File: config.mk
export PLATFORM = sky130hd
export DESIGN_NAME = itacc_sat_acc
export DESIGN_NICKNAME = d
export VERILOG_FILES = /design/src/rtl/core/itacc_pkg.sv /design/src/rtl/core/itacc_sat_acc.sv
export SDC_FILE = /design/constraint.sdc
export NUM_CORES = 1
export LEC_CHECK = 0
export BUFFER_PORTS_ARGS = -buffer_cell sky130_fd_sc_hd__buf_2
export CAP_MARGIN = 20
export CORE_MARGIN = 4
export CORE_UTILIZATION = 44
export CTS_BUF_LIST = sky130_fd_sc_hd__clkbuf_8
export CTS_CLUSTER_SIZE = 28
export DETAILED_ROUTE_END_ITERATION = 16
export PLACE_DENSITY = 0.62
export SYNTH_ARGS = -nofsm -noshare
export SYNTH_HDL_FRONTEND = slang
export SYNTH_SLANG_ARGS = --single-unit
File: constraint.sdc
create_clock -name clock -period 4.55 [get_ports clock]
set_input_delay 0.2275 -clock clock [delete_from_list [all_inputs] [get_ports clock]]
set_output_delay 0.2275 -clock clock [all_outputs]
set_load 0.02 [all_outputs]
File: src/rtl/core/itacc_pkg.sv
// itacc_pkg: shared widths, saturation bounds and control structs for the
// inertia tensor accumulator. No dependencies.

package itacc_pkg;

   localparam int FIELD_W    = 16;
   localparam int NUM_ELEM   = 9;
   localparam int ACC_W      = 61;
   localparam int REQ_DATA_W = 7 * FIELD_W;
   localparam int RSP_DATA_W = ((NUM_ELEM * ACC_W + 7) / 8) * 8;

   localparam logic signed [ACC_W-1:0] ACC_MAX = {1'b0, {(ACC_W-1){1'b1}}};
   localparam logic signed [ACC_W-1:0] ACC_MIN = {1'b1, {(ACC_W-1){1'b0}}};

   // controls for the bit-serial multiply-accumulate lanes
   typedef struct packed {
      logic step;
      logic first;
      logic negate;
   } mac_ctrl_type;

   // controls for the saturating element accumulators
   typedef struct packed {
      logic add_en;
      logic clear;
   } acc_ctrl_type;

endpackage

File: src/rtl/core/itacc_sat_acc.sv
// itacc_sat_acc: one saturating 61-bit tensor element accumulator.
// Uses itacc_pkg for the width and the clamp bounds.

module itacc_sat_acc
   import itacc_pkg::*;
#(
   parameter int TERM_W = 50
) (
   input  logic                    clock,
   input  logic                    reset,
   input  acc_ctrl_type            ctrl,
   input  logic signed [TERM_W-1:0] term,
   output logic signed [ACC_W-1:0] sat_sum
);

   logic signed [ACC_W-1:0] acc_ff;
   logic signed [ACC_W-1:0] acc_in;
   logic signed [ACC_W:0]   sum_wide;

   // one guard bit is enough since the term is far below the bound
   assign sum_wide = {acc_ff[ACC_W-1], acc_ff}
                   + {{(ACC_W+1-TERM_W){term[TERM_W-1]}}, term};

   always_comb begin
      priority if (sum_wide[ACC_W] && !sum_wide[ACC_W-1]) begin
         sat_sum = ACC_MIN;
      end else if (!sum_wide[ACC_W] && sum_wide[ACC_W-1]) begin
         sat_sum = ACC_MAX;
      end else begin
         sat_sum = sum_wide[ACC_W-1:0];
      end
      acc_in = ctrl.clear ? '0 : sat_sum;
   end

   always_ff @(posedge clock) begin
      if (reset) begin
         acc_ff <= '0;
      end else if (ctrl.add_en) begin
         acc_ff <= acc_in;
      end
   end

endmodule

==> summary.txt <==
Run status
  – Status: complete, no violations

Synth
  – Largest cells by area after synthesis: dfxtp_1 18%, ha_1 11%, a21oi_1 6.8%, o21ai_0 6.1%, nand2_1 5.9%
  – Area leader, netlist: dfxtp_1
  – Most instantiated library cell after synthesis: nand2_1
  – Top-area cell type share of the netlist area: 18.3%
  – Synth Flop Type: dfxtp_1
  – #FFs+latches synth: 61
  – Number of flops mapped to enable cells by yosys: 0
  – Yosys warns: 0
  – Syn Nets: 1009
  – Cell Area, Synth: between 6000 and 7000 sq um
  – Seq/Total Area, Yosys: 18.3%
  – Synth Instances: ~890
  – Average cell area after synthesis: 7.47 sq um
  – Async set-or-reset flop fraction in the synthesized netlist: 0%
  – Library cells used by synthesis: about 80
  – Commonest cells post-synth: 105 x nand2_1, 91 x a21oi_1, 81 x o21ai_0

Final layout
  – FILL cells: 1511
  – ANT cells: 0
  – Largest Register: acc_ff
  – Largest registers: acc_ff x61
  – Layout Nets: roughly 1100
  – P&R area growth vs syn: 11.7%
  – Max FFs per register: between 60 and 70
  – Layout cells sized above 1: 18.2%

Route
  – Via count: around 7000
  – Vias per cell: between 6 and 7
  – WL met3: 1290 microns
  – Residual DRC: 0
  – DRT Pass-1 Iters: 5
  – Top routing layer used: met4
  – Post-route antenna net violation count: 0
  – WL met1: 10200 microns
  – DR iter-0 viols: 561
  – WL met2: 9340 microns
  – Routed WL per cell: 18.4 microns
  – Routed WL: about 21000 microns

Min path
  – HP Start: reset
  – Hold Crit Class: primary input to flop

Critical path
  – Crit path from: acc_ff[0]
  – FF-to-FF path depth: 12
  – R2r setup slk: 0.56 ns
  – Worst-path fanout max: 4
  – Reg2Reg Launch Point: acc_ff[0]
  – Critical path cell sequence: ha_1 -> fa_1 -> a21oi_1 -> nor2_1 -> o311ai_0 -> a211oi_1 -> o21ai_1 -> o21ai_1 -> or4_1 -> and4_1 -> maj3_2 -> buf_2
  – Buf/Inv on CP: 1
  – Startpoint Class: flop
  – Cell with the most instances on the worst path: o21ai_1
  – Crit path DAT: 3.95 ns
  – Critical path class: flop to output port
  – Crit path capture: sat_sum[52]
  – Levels on crit path: 12
  – Slowest-stage cell, CP: o311ai_0
  – Worst path max stage delay: 0.46 ns
  – CP endpoint kind: output port
  – Worst EP required: 4.32 ns
  – CP delay by family, top: compound AO/OA/AOI/OAI gates
  – R2R Path End: acc_ff[57]

Timing
  – Endpoints failing setup: 0
  – Final hold vios: 0
  – Period utilization: 91.9%
  – Total negative slack: 0 ns
  – F_max: 239 MHz
  – Post-Route Skew: around 0.011 ns
  – Actual slew at the worst max-slew pin: 0.933 ns
  – Slew margin rel.: 37.7%
  – RSZ-0062 raised after global routing: no
  – Min setup slack post-route: 0.368 ns
  – Crit path time final: 4.18 ns
  – Final Max Tran Viols: 0

Global routing
  – Largest net degree at the start of global routing: 47
  – Gr ovfl total: 0
  – First-pass GRT wire length: 34900 microns
  – Tot GR Track Use: 24.5%
  – Antenna violations before repair: 0
  – Vias in the first global route: about 6600

Clocking
  – Htree depth: 3
  – Clk slew on worst S/H paths: around 0.070 ns
  – TritonCTS clock tree: built
  – Insertion delay to the later sink of the worst-skew pair: 0.38 ns
  – Sinks on Clock Net: between 60 and 70
  – CTS Hold Bufs: 0
  – Num CTS Buffers: 9
  – Clock Path Buffers: 2
  – Clk root buf: clkbuf_8

Die
  – Die Area: 17200 sq um
  – Die Span Y: 131 microns
  – Starting density of the core: 45.4%
  – Die width: around 130 microns
  – Core area: approximately 15000 sq um
  – Row Count: 44
  – Io pins: 115

Placement
  – Place WS: around 0.57 ns
  – Port bufs: 114
  – Gpl congestion: 0.888
  – DP HPWL: 16100 microns

Pwr
  – Sw Share: 48.0%
  – Internal power: 0.00135 W
  – Cell Pwr Density: approximately 350 nW/um^2
  – Sequential share of power: 23.9%
  – Clock power frac: 18.5%
  – Leakage power: 3.25 nW
  – Switching power: approximately 0.0012 W
  – Gate power share: 57.6%
  – Worst-case vdd ir drop: 0.191 mV
  – Final Total Pwr: 0.00259 W

Flow run
  – # Max-Cap Violations: 0
## cell families (layout without fill, tap and decap cells)
group / count (synthesis) / count (layout) / synth area share, %
fa+ha+maj: 76 / 76 / 14.0
xor+xnor: 45 / 45 / 5.91
mux: 5 / 5 / 0.750
flops: 61 / 61 / 18.3
compound gates: 335 / 335 / 33.8
simple gates: 290 / 290 / 21.2
buf+inv: 81 / 167 / 5.98
## layout make-up
type | instances | area [sq um] | share of cell area (%)
well taps | 184 | 230 | 3.09
flip-flops and latches | 61 | 1220 | 16.4
clock inverters | 5 | 26.3 | 0.353
clock buffers | 11 | 151 | 2.03
multi-input cells | 751 | 5060 | 68.0
inverters | 25 | 93.8 | 1.26
repair buffers | 126 | 664 | 8.92
## cells in the final DEF, fill, tap and decap left out, drive strengths merged, types with 4 or more instances in the layout
cell type,n
a2111oi,4
a211oi,7
a21boi,5
a21o,19
a21oi,96
a221o,17
a221oi,4
a22o,11
and2,12
and3,11
and4,5
buf,126
clkbuf,11
dfxtp,61
ha,61
inv,26
maj3,14
mux2i,5
nand2,105
nand3,14
nand4,16
nor2,67
nor2b,13
nor3,15
nor4,5
o2111ai,4
o211ai,26
o21a,9
o21ai,92
o21bai,10
o31ai,4
or2,4
or3,8
xnor2,26
xor2,19
## per-layer routing
layer,up-vias,global-route usage [%]
met5,-,0
li1,3493,-
met3,35,4.63
met1,3247,35.1
met2,218,37.5
met4,0,7.58
## repair_timing
item,in CTS,in global routing
endpoints found under the setup margin,0,8
setup buffers,0,0
resized for setup,0,1
endpoints found under the hold margin,0,0
## power groups by stage
stage               logic [W]  registers [W]  clock network, W
floorplan             0.00109       0.000621                 0
global placement      0.00148       0.000629                 0
detailed placement    0.00148       0.000629                 0
CTS                   0.00149       0.000617          0.000488
global route          0.00164       0.000624          0.000507
finish                0.00149       0.000617          0.000478
## worst min-delay path by stage
| stage | to | slack [ns] | cells past startpoint |
|---|---|---|---|
| after floorplan | acc_ff[60] | 0.30 | 1 |
| after global placement | acc_ff[14] | 0.44 | 2 |
| after detailed placement | acc_ff[26] | 0.45 | 2 |
| after CTS | acc_ff[60] | 0.1 | 2 |
| after global routing | acc_ff[60] | 0.11 | 2 |
| final | acc_ff[60] | 0.12 | 2 |
## per-stage QoR
stage / instance area, sq um / cells / hold slack (ns) / util [%]
6_report: 7450 / 1163 / 0.116 / 50.7
5_1_grt: 7450 / 1163 / 0.107 / 50.7
4_1_cts: 7450 / 1163 / 0.0972 / 50.7
3_5_place_dp: 7270 / 1147 / 0.452 / 49.4
3_3_place_gp: 7270 / 1147 / 0.439 / 49.4
2_1_floorplan: 6670 / 893 / 0.300 / -
Note: power is estimated with default switching activity, not from simulation.
