`src/rtl/core/itacc_pkg.sv`:
```
// itacc_pkg: shared widths, saturation bounds and control structs for the
// inertia tensor accumulator. No dependencies.

package itacc_pkg;

   localparam int FIELD_W    = 16;
   localparam int NUM_ELEM   = 9;
   localparam int ACC_W      = 61;
   localparam int REQ_DATA_W = 7 * FIELD_W;
   localparam int RSP_DATA_W = ((NUM_ELEM * ACC_W + 7) / 8) * 8;

   localparam logic signed [ACC_W-1:0] ACC_MAX = {1'b0, {(ACC_W-1){1'b1}}};
   localparam logic signed [ACC_W-1:0] ACC_MIN = {1'b1, {(ACC_W-1){1'b0}}};

   // controls for the bit-serial multiply-accumulate lanes
   typedef struct packed {
      logic step;
      logic first;
      logic negate;
   } mac_ctrl_type;

   // controls for the saturating element accumulators
   typedef struct packed {
      logic add_en;
      logic clear;
   } acc_ctrl_type;

endpackage

```
`src/rtl/core/itacc_serial_mac.sv`:
```
// itacc_serial_mac: one msb-first bit-serial multiplier lane, a parallel
// signed operand times one serial multiplier bit per cycle while ctrl.step is high. Uses itacc_pkg.

module itacc_serial_mac
   import itacc_pkg::*;
#(
   parameter int OP_W  = 33,
   parameter int ACC_W = 50
) (
   input  logic                    clock,
   input  mac_ctrl_type            ctrl,
   input  logic                    digit,
   input  logic signed [OP_W-1:0]  operand,
   output logic signed [ACC_W-1:0] product
);

   logic signed [ACC_W-1:0] acc_ff;
   logic signed [ACC_W-1:0] acc_in;
   logic signed [ACC_W-1:0] op_ext;
   logic signed [ACC_W-1:0] partial;

   assign op_ext = {{(ACC_W-OP_W){operand[OP_W-1]}}, operand};

   always_comb begin
      if (!digit) begin
         partial = '0;
      end else if (ctrl.negate) begin
         partial = -op_ext;
      end else begin
         partial = op_ext;
      end
      // first step restarts the product, later steps double and add
      if (ctrl.first) begin
         acc_in = partial;
      end else begin
         acc_in = (acc_ff <<< 1) + partial;
      end
   end

   always_ff @(posedge clock) begin
      if (ctrl.step) begin
         acc_ff <= acc_in;
      end
   end

   assign product = acc_ff;

endmodule

```
`config.mk`:
```
export PLATFORM = sky130hd
export DESIGN_NAME = itacc_serial_mac
export DESIGN_NICKNAME = d
export VERILOG_FILES = /design/src/rtl/core/itacc_pkg.sv /design/src/rtl/core/itacc_serial_mac.sv
export SDC_FILE = /design/constraint.sdc
export NUM_CORES = 1
export LEC_CHECK = 0
export ABC_CLOCK_PERIOD_IN_PS = 7400
export BUFFER_PORTS_ARGS = -buffer_cell sky130_fd_sc_hd__buf_2
export CAP_MARGIN = 25
export CORE_MARGIN = 2
export CORE_UTILIZATION = 55
export CTS_CLUSTER_DIAMETER = 60
export CTS_CLUSTER_SIZE = 14
export DETAILED_ROUTE_END_ITERATION = 6
export GPL_ROUTABILITY_DRIVEN = 0
export HOLD_SLACK_MARGIN = 0.05
export PLACE_DENSITY = 0.85
export SETUP_SLACK_MARGIN = 0.02
export SLEW_MARGIN = 10
export SYNTH_ARGS = -nofsm -noshare
export SYNTH_HDL_FRONTEND = slang
export SYNTH_SLANG_ARGS = --single-unit
```
`constraint.sdc`:
```
create_clock -name clock -period 7.4 [get_ports clock]
set_input_delay 0.37 -clock clock [delete_from_list [all_inputs] [get_ports clock]]
set_output_delay 0.37 -clock clock [all_outputs]
set_load 0.05 [all_outputs]
```
==> flow_summary.json, run 1 <==
{
  "avgRoutedWirePerCell_um": 17.53,
  "fp.coreArea_mm2": 0.01037,
  "synth_ff_type": "edfxtp_1",
  "rr_startpoint": "product[0]",
  "drive_gt1_share_pct": 16.60,
  "min_period_ps": 4673,
  "drc": 0,
  "grt_pass1_wl_um": 25890,
  "worst_ep_required_time_ps": 7480,
  "setup-tns-final_ps": 0,
  "fin_skew_ps": 20.39,
  "hpwlAfterDp_um": 12230,
  "largest_reg_flops": 50,
  "io-pin-count": 88,
  "yosysSeqAreaShare_pct": 25.51,
  "netlist.area_leader.share_pct": 25.51,
  "holdPathStages": 3,
  "worst_slew_pin_slew_ps": 901.6,
  "cellLeakagePower_nw": 2.774,
  "die_w_um": 107.4,
  "synth_nets": 811,
  "post_cts_buffers": 0,
  "viasPerCell": 6.422,
  "reg2reg_to": "product[45]",
  "h-tree-depth": 2,
  "slew_headroom_pct": 39.89,
  "port_buffers": 87,
  "clk_pin_slew_ps": 110,
  "root_buffer": "clkbuf_8",
  "cts_tree": "built",
  "synth_area_mm2": 0.005886,
  "synth_edf_count": 50,
  "area_growth_pct": 9.184,
  "worstHoldStart": "operand[0]",
  "cts.repair.resized": 0,
  "drt-initial-drc-count": 515,
  "min_to": "product[0]",
  "worstSetupPathType": "primary input to register",
  "cap_violations": 0,
  "synthTopCellsByCount": "nand2_1, nor2_1, a21oi_1, edfxtp_1, ha_1",
  "synth.top_cells.by_area": "edfxtp_1, ha_1, xor2_1",
  "dr.pass1.iters": 6,
  "n_fill_cell": 951,
  "grt.overflow.total": 0,
  "ys_warn_count": 0,
  "async_flop_share_pct": 0,
  "grt_usage_pct": 27.65,
  "max_freq_mhz": 214.0,
  "grt_max_degree": 91,
  "setup_viol": 0,
  "ys_ff_latch": 50,
  "fin_util_pct": 61.97,
  "synth_most_common_cell": "nand2_1",
  "cts_hold_buf": 0,
  "start_util_pct": 56.76,
  "status": "finished, final reports clean",
  "vdd_drop_max_mv": 0.09649,
  "grt_pass1_vias": 5532,
  "rsz0062_at_grt": "false",
  "drv_slew": 0,
  "reg2reg_depth": 12,
  "die_h_um": 107.4,
  "critPathLaunchType": "primary input",
  "antenna_found_initial": 0,
  "worst_setup_path_end_kind": "register",
  "yosysTopAreaCell": "edfxtp_1",
  "cts_inserted_buffers": 5,
  "wl_um": 16010,
  "dr_total_vias": 5863,
  "clkLatencyLatePin_ps": 330,
  "p_per_area_mw_per_mm2": 198.4,
  "min_path_type": "primary input to register",
  "rows": 37,
  "clkSinkCount": 50,
  "clockBufferDepth": 2,
  "crit_path_max_fanout": 9,
  "syn_area_per_cell_um2": 8.141,
  "synth_cell_types": 78,
  "die-area_mm2": 0.01154,
  "nets": 865,
  "ant_nets": 0,
  "regToRegSetupSlack_ps": 3800,
  "insertedDiodeCount": 0,
  "netlist_instances": 723,
  "hold_viol_final": 0,
  "finalCritPeriodShare_pct": 63.15,
  "arrival_ps": 4760
}
[worst max-delay path: stages]
cell and delay (ps):
buf_2 120, inv_1 80, ha_1 190, or4b_4 500, nor2b_2 150, nand2_1 100
or4_4 520, o21ai_4 200, nor2_2 120, o21a_1 190, ha_1 440, and4_1 320
and3_1 200, nand4_1 180, nor3_1 210, a21oi_1 70, o41a_1 150, a31oi_1 290
mux2i_1 260, xnor2_1 80
[layer usage]
layer | vias to the layer above | wire length [um] | track usage (%)
li1 | 2762 | - | -
met1 | 2749 | 6793 | 35.86
met2 | 309 | 7621 | 46.93
met3 | 43 | 1146 | 3.269
met4 | 0 | 444 | 10.99
met5 | - | 0 | 0
[cell type report]
| type | instances | area (um2) | share of cell area (%) |
|---|---|---|---|
| timing repair buffer | 90 | 470.5 | 7.321 |
| tap | 136 | 170.2 | 2.648 |
| clock buffer | 5 | 68.82 | 1.071 |
| clock inverter | 2 | 10.01 | 0.1558 |
| inverter | 19 | 71.32 | 1.110 |
| multi-input combinational | 611 | 4134 | 64.33 |
| sequential | 50 | 1501 | 23.36 |
[worst max-delay path by stage]
stage | startpoint | cells after the start | endpoint
after floorplan | operand[0] | 21 | product[48]
after global placement | operand[0] | 20 | product[49]
after detailed placement | operand[0] | 18 | product[49]
after CTS | operand[0] | 20 | product[31]
after global routing | operand[0] | 20 | product[35]
final | operand[0] | 20 | product[49]
[stage by stage]
step | hold WS [ps] | cell area, um2 | setup slack, ps | cells | total power, mW
6_report | 393.1 | 6426 | 2727 | 913 | 1.275
5_1_grt | 414.4 | 6426 | 2465 | 913 | 1.351
4_1_cts | 391.3 | 6426 | 2790 | 913 | 1.267
3_5_place_dp | 731.5 | 6347 | 2471 | 906 | 1.103
3_3_place_gp | 692.3 | 6327 | 2624 | 905 | 1.083
2_1_floorplan | 482.5 | 5886 | 2990 | 723 | 0.9431
[cells by family (layout without fill, tap and decap cells)]
logic type	after synthesis	after routing	share of synthesized area (%)
xor gates and xnor gates	68	68	10.12
and+or+nand+nor	247	247	20.60
muxes	9	9	1.616
adders and majority gates	50	50	10.76
buffers and inverters	62	116	4.252
AOI/OAI and AO/OA	237	237	27.15
DFF	50	50	25.51
[where the power goes]
| group | switching (mW) | internal (mW) | leakage, nW |
|---|---|---|---|
| clock | 0.0997 | 0.0639 | 0.0438 |
| combinational | 0.476 | 0.241 | 2.23 |
| sequential | 0.0255 | 0.369 | 0.503 |
| total | 0.601 | 0.674 | 2.77 |
[layout by cell type, fill, tap and decap left out, drive strengths merged, types with 17 or more instances in the layout]
cell type and instances:
xor2 40, ha 49, edfxtp 50, a21oi 51
xnor2 28, buf 90, inv 19, nand2 82
o21ai 72, nor2 71, o21a 17, a21o 23
No activity file was read; power rests on OpenSTA's default activity.
==> inputs of run 2 (changes only) <==
Settings changed: ABC_CLOCK_PERIOD_IN_PS 7400 to 4200, CORE_UTILIZATION 55 to 53, PLACE_DENSITY 0.85 to 0.86.
Clock period 7.4 ns to 4.2 ns, I/O delays scaled along.
==> flow_summary.json, run 2 (synthesis results as in run 1) <==
{
  "holdWs_ps": 323.3,
  "clkLatencyLatePin_ps": 330,
  "die-area_mm2": 0.01196,
  "nets": 1011,
  "root_buffer": "clkbuf_8",
  "max_freq_mhz": 232.7,
  "grt_usage_pct": 30.10,
  "crit_path_max_fanout": 5,
  "grt_pass1_vias": 6085,
  "grt.overflow.total": 0,
  "worstSetupPathType": "primary input to register",
  "io-pin-count": 88,
  "drc": 0,
  "drive_gt1_share_pct": 36.19,
  "insertedDiodeCount": 0,
  "dr_total_vias": 6744,
  "fin_ws_ps": -97.95,
  "clkSinkCount": 50,
  "finalCritPeriodShare_pct": 102.3,
  "ant_nets": 0,
  "dr.pass1.iters": 6,
  "area_growth_pct": 35.65,
  "placed_area_mm2": 0.007353,
  "viasPerCell": 6.344,
  "cts_hold_buf": 0,
  "grt_pass1_wl_um": 28560,
  "hold_viol_final": 0,
  "start_util_pct": 54.29,
  "vdd_drop_max_mv": 0.1925,
  "slowest_delay_ps": 600,
  "avgRoutedWirePerCell_um": 18.83,
  "setup_viol": 6,
  "fp.coreArea_mm2": 0.01084,
  "h-tree-depth": 2,
  "cts_tree": "built",
  "layout_common_cells": "buf_4, buf_2, nand2_1",
  "fin_skew_ps": 11.71,
  "largest_reg_flops": 50,
  "worst_slew_pin_slew_ps": 750.2,
  "arrival_ps": 4390,
  "hpwlAfterDp_um": 13790,
  "path_cells": "buf_8 -> inv_4 -> ha_4 -> or4b_4 -> nor2b_4 -> nand2_2 -> or4_4 -> o21ai_4 -> nor2_4 -> buf_6 -> o21a_1 -> ha_1 -> nand2_1 -> nor2_2 -> nand4_1 -> nor3_2 -> a21oi_1 -> o41a_1 -> a31oi_2 -> mux2i_1 -> xnor2_1",
  "cts_inserted_buffers": 5,
  "cellLeakagePower_nw": 3.600,
  "die_w_um": 109.4,
  "layout_commonest_cell": "buf_4",
  "wl_um": 20020,
  "clockBufferDepth": 2,
  "antenna_found_initial": 0,
  "clk_pin_slew_ps": 110,
  "slew_headroom_pct": 49.99,
  "worst_setup_path_end_kind": "register",
  "min_period_ps": 4298,
  "drv_slew": 0,
  "min_path_type": "primary input to register",
  "port_buffers": 87,
  "place_ws_ps": -382.9,
  "failed_checks": "negative setup slack",
  "worst_ep_required_time_ps": 4290,
  "drt-initial-drc-count": 679,
  "critPathLaunchType": "primary input",
  "rows": 38,
  "status": "finished with violations",
  "fin_total_pwr_mw": 2.710,
  "crit_slowest_cell": "or4_4",
  "stdcell_area_mm2": 0.007984,
  "die_h_um": 109.4,
  "p_per_area_mw_per_mm2": 339.4,
  "cap_violations": 0,
  "grt_max_degree": 51,
  "rsz0062_at_grt": "true"
}
[run 2: cell count changes in the layout (fill, tap and decap cells not counted), moves of 4 or more]
cell | previous run | this run
buf_4 | 2 | 144
a21oi_1 | 51 | 41
a21oi_2 | 0 | 9
buf_6 | 0 | 6
ha_1 | 49 | 43
ha_4 | 0 | 5
o21ai_0 | 48 | 43
a31oi_1 | 7 | 3
o21ai_2 | 2 | 6
[run 2: report_power, final]
| group | switching [mW] | internal [mW] | total, mW |
|---|---|---|---|
| combinational | 0.987 | 0.654 | 1.64 |
| sequential | 0.0511 | 0.650 | 0.702 |
| clock | 0.193 | 0.173 | 0.367 |
| total | 1.23 | 1.48 | 2.71 |
[run 2: worst paths after layout]
kind / start / endpoint / slack (ps) / depth (start not counted)
max: operand[1] / product[49] / -100 / 21
min: operand[0] / product[0] / 320 / 4
max reg2reg: product[0] / product[49] / 840 / 12
min reg2reg: product[0] / product[1] / 760 / 2
[run 2: final cells by class]
class / count / area (um2)
clock buffer: 5 / 68.82
clock inverter: 2 / 33.78
fill: 765 / 2856
inverter: 19 / 76.32
multi-input combinational: 611 / 4539
sequential: 50 / 1501
tap: 140 / 175.2
timing repair buffer: 236 / 1589
[run 2: layer usage]
metal,wire (um),up-vias,GRT usage (%)
met5,0,-,0
met4,1199,0,13.92
met3,1804,124,3.082
met2,9271,484,50.40
met1,7746,3072,39.04
li1,-,3064,-
[run 2: metrics by stage]
step | std cells | util (%) | TNS [ps]
after floorplan | 723 | - | 0
after global placement | 1044 | 67.83 | -3364
after detailed placement | 1044 | 67.83 | -5772
after CTS | 1051 | 68.99 | 0
after global routing | 1063 | 73.65 | -1661
final | 1063 | 73.65 | -211.5
[run 2: timing repair]
action	in CTS	in global routing
hold endpoints to repair	0	0
gates resized for setup	6	83
pin swaps	0	49
setup endpoints to repair	8	26
gates cloned	0	0
buffers inserted	0	13
[run 2: critical path: cells and delay by family]
kind	cells	cell delay [ps]
AO/OA/AOI/OAI	5	840
XOR/XNOR	1	90
adder cells (fa/ha/maj)	2	500
buffers and inverters	3	280
multiplexers	1	240
AND/OR/NAND/NOR	9	2230
==> inputs of run 3 (changes only) <==
Settings changed: BUFFER_PORTS_ARGS -buffer_cell sky130_fd_sc_hd__buf_2 to -buffer_cell sky130_fd_sc_hd__clkbuf_2, CORE_UTILIZATION 53 to 54, CTS_BUF_LIST from default to sky130_fd_sc_hd__clkbuf_2, PLACE_DENSITY 0.86 to 0.87.
==> flow_summary.json, run 3 (synthesis results as in run 1) <==
{
  "arrival_ps": 4510,
  "stdcell_area_mm2": 0.007590,
  "vdd_drop_max_mv": 0.1708,
  "io-pin-count": 88,
  "fin_skew_ps": 42.28,
  "grt_pass1_wl_um": 29270,
  "clockBufferDepth": 2,
  "worst_ep_required_time_ps": 4530,
  "viasPerCell": 6.150,
  "fin_total_pwr_mw": 2.585,
  "rows": 38,
  "nets": 996,
  "slowest_delay_ps": 590,
  "avgRoutedWirePerCell_um": 17.94,
  "drive_gt1_share_pct": 31.35,
  "h-tree-depth": 2,
  "grt_pass1_vias": 6276,
  "path_cells": "clkbuf_2 -> inv_1 -> ha_2 -> or4b_4 -> nor2b_4 -> nand2_2 -> or4_4 -> buf_6 -> o21ai_4 -> nor2_4 -> o21a_1 -> ha_4 -> buf_6 -> nand4_1 -> nor2_2 -> nand4_1 -> o41a_1 -> a31oi_1 -> mux2i_1 -> xnor2_1",
  "fp.coreArea_mm2": 0.01075,
  "hpwlAfterDp_um": 13940,
  "cap_violations": 0,
  "drc": 4,
  "worst_setup_path_end_kind": "register",
  "root_buffer": "clkbuf_2",
  "grt_max_degree": 51,
  "cts_tree": "built",
  "fin_ws_ps": 18.12,
  "crit_path_max_fanout": 5,
  "die_h_um": 108.4,
  "hold_viol_final": 0,
  "clkSinkCount": 50,
  "slew_headroom_pct": 51.23,
  "insertedDiodeCount": 0,
  "min_path_type": "primary input to register",
  "dr_total_vias": 6451,
  "drv_slew": 0,
  "grt.overflow.total": 0,
  "clk_pin_slew_ps": 300,
  "largest_reg_flops": 50,
  "finalCritPeriodShare_pct": 99.57,
  "wl_um": 18820,
  "grt_usage_pct": 31.28,
  "antenna_found_initial": 0,
  "setup_viol": 0,
  "worst_slew_pin_slew_ps": 731.5,
  "cellLeakagePower_nw": 3.458,
  "worstSetupPathType": "primary input to register",
  "placed_area_mm2": 0.007278,
  "min_period_ps": 4182,
  "crit_slowest_cell": "or4_4",
  "layout_common_cells": "buf_4, clkbuf_2, nand2_1",
  "die-area_mm2": 0.01175,
  "status": "finished with violations",
  "die_w_um": 108.4,
  "drt-initial-drc-count": 540,
  "ant_nets": 0,
  "clkLatencyLatePin_ps": 530,
  "failed_checks": "design-rule violations",
  "place_ws_ps": -413.3,
  "dr.pass1.iters": 7,
  "layout_commonest_cell": "buf_4",
  "port_buffers": 87,
  "critPathLaunchType": "primary input",
  "start_util_pct": 54.77,
  "cts_inserted_buffers": 5,
  "max_freq_mhz": 239.1,
  "p_per_area_mw_per_mm2": 340.6,
  "n_fill_cell": 837,
  "area_growth_pct": 28.95
}
==> run 3: changes by cell type in the layout (fill, tap and decap cells not counted), moves of 4 or more <==
cell      change
clkbuf_8      -5
buf_2        -85
a31oi_1       +4
buf_6         -4
buf_4        -13
a21oi_2       -5
clkbuf_2     +92
a21oi_1       +6
==> run 3: worst max-delay path: cells and delay by family <==
| family | cells | cell delay [ps] |
|---|---|---|
| fa+ha+maj | 2 | 480 |
| compound gates | 4 | 1150 |
| xor+xnor | 1 | 100 |
| buf+inv | 4 | 400 |
| simple gates | 8 | 1930 |
| mux | 1 | 250 |
==> run 3: power breakdown <==
part / total [mW] / switching [mW] / internal (mW) / leakage, nW
clock: 0.347 / 0.189 / 0.158 / 0.0506
combinational: 1.54 / 0.924 / 0.613 / 2.90
sequential: 0.702 / 0.0519 / 0.650 / 0.503
total: 2.59 / 1.16 / 1.42 / 3.46
==> run 3: timing repair <==
| item | 4_1_cts | 5_1_grt |
|---|---|---|
| buffers inserted | 0 | 6 |
| endpoints found under the setup margin | 0 | 14 |
| hold buffers | 0 | 1 |
| gates resized for setup | 0 | 37 |
| endpoints found under the hold margin | 0 | 1 |
==> run 3: worst paths after layout <==
path,start,to,slack [ps],depth (start not counted)
setup reg to reg,product[0],product[49],770,12
hold reg to reg,product[0],product[1],790,2
hold / removal,digit,product[0],100,3
setup / recovery,operand[1],product[49],20,20
==> run 3: area by class of cell <==
type	count	area (um2)	share of cell area, %
sequential	50	1501	19.78
multi-input combinational	611	4302	56.68
tap	140	175.2	2.308
clock inverter	3	63.81	0.8408
timing repair buffer	221	1451	19.12
clock buffer	5	25.02	0.3297
inverter	19	71.32	0.9397
==> run 3: metal layers <==
layer	vias up	track usage, %	part of all wire, %
met4	0	12.36	3.9
met3	73	5.124	7.3
met5	-	0	0
li1	3024	-	-
met1	3017	38.63	40
met2	337	54.24	49
==> run 3: through the flow <==
| step | TNS [ps] | hold WS (ps) | instances | utilization (%) |
|---|---|---|---|---|
| after floorplan | 0 | 322.5 | 723 | - |
| after global placement | -2676 | 646.8 | 1034 | 67.73 |
| after global routing | -143.9 | 97.09 | 1049 | 70.63 |
| after detailed placement | -5440 | 654.9 | 1034 | 67.73 |
| after CTS | 0 | 78.41 | 1042 | 68.56 |
| final | 0 | 98.81 | 1049 | 70.63 |
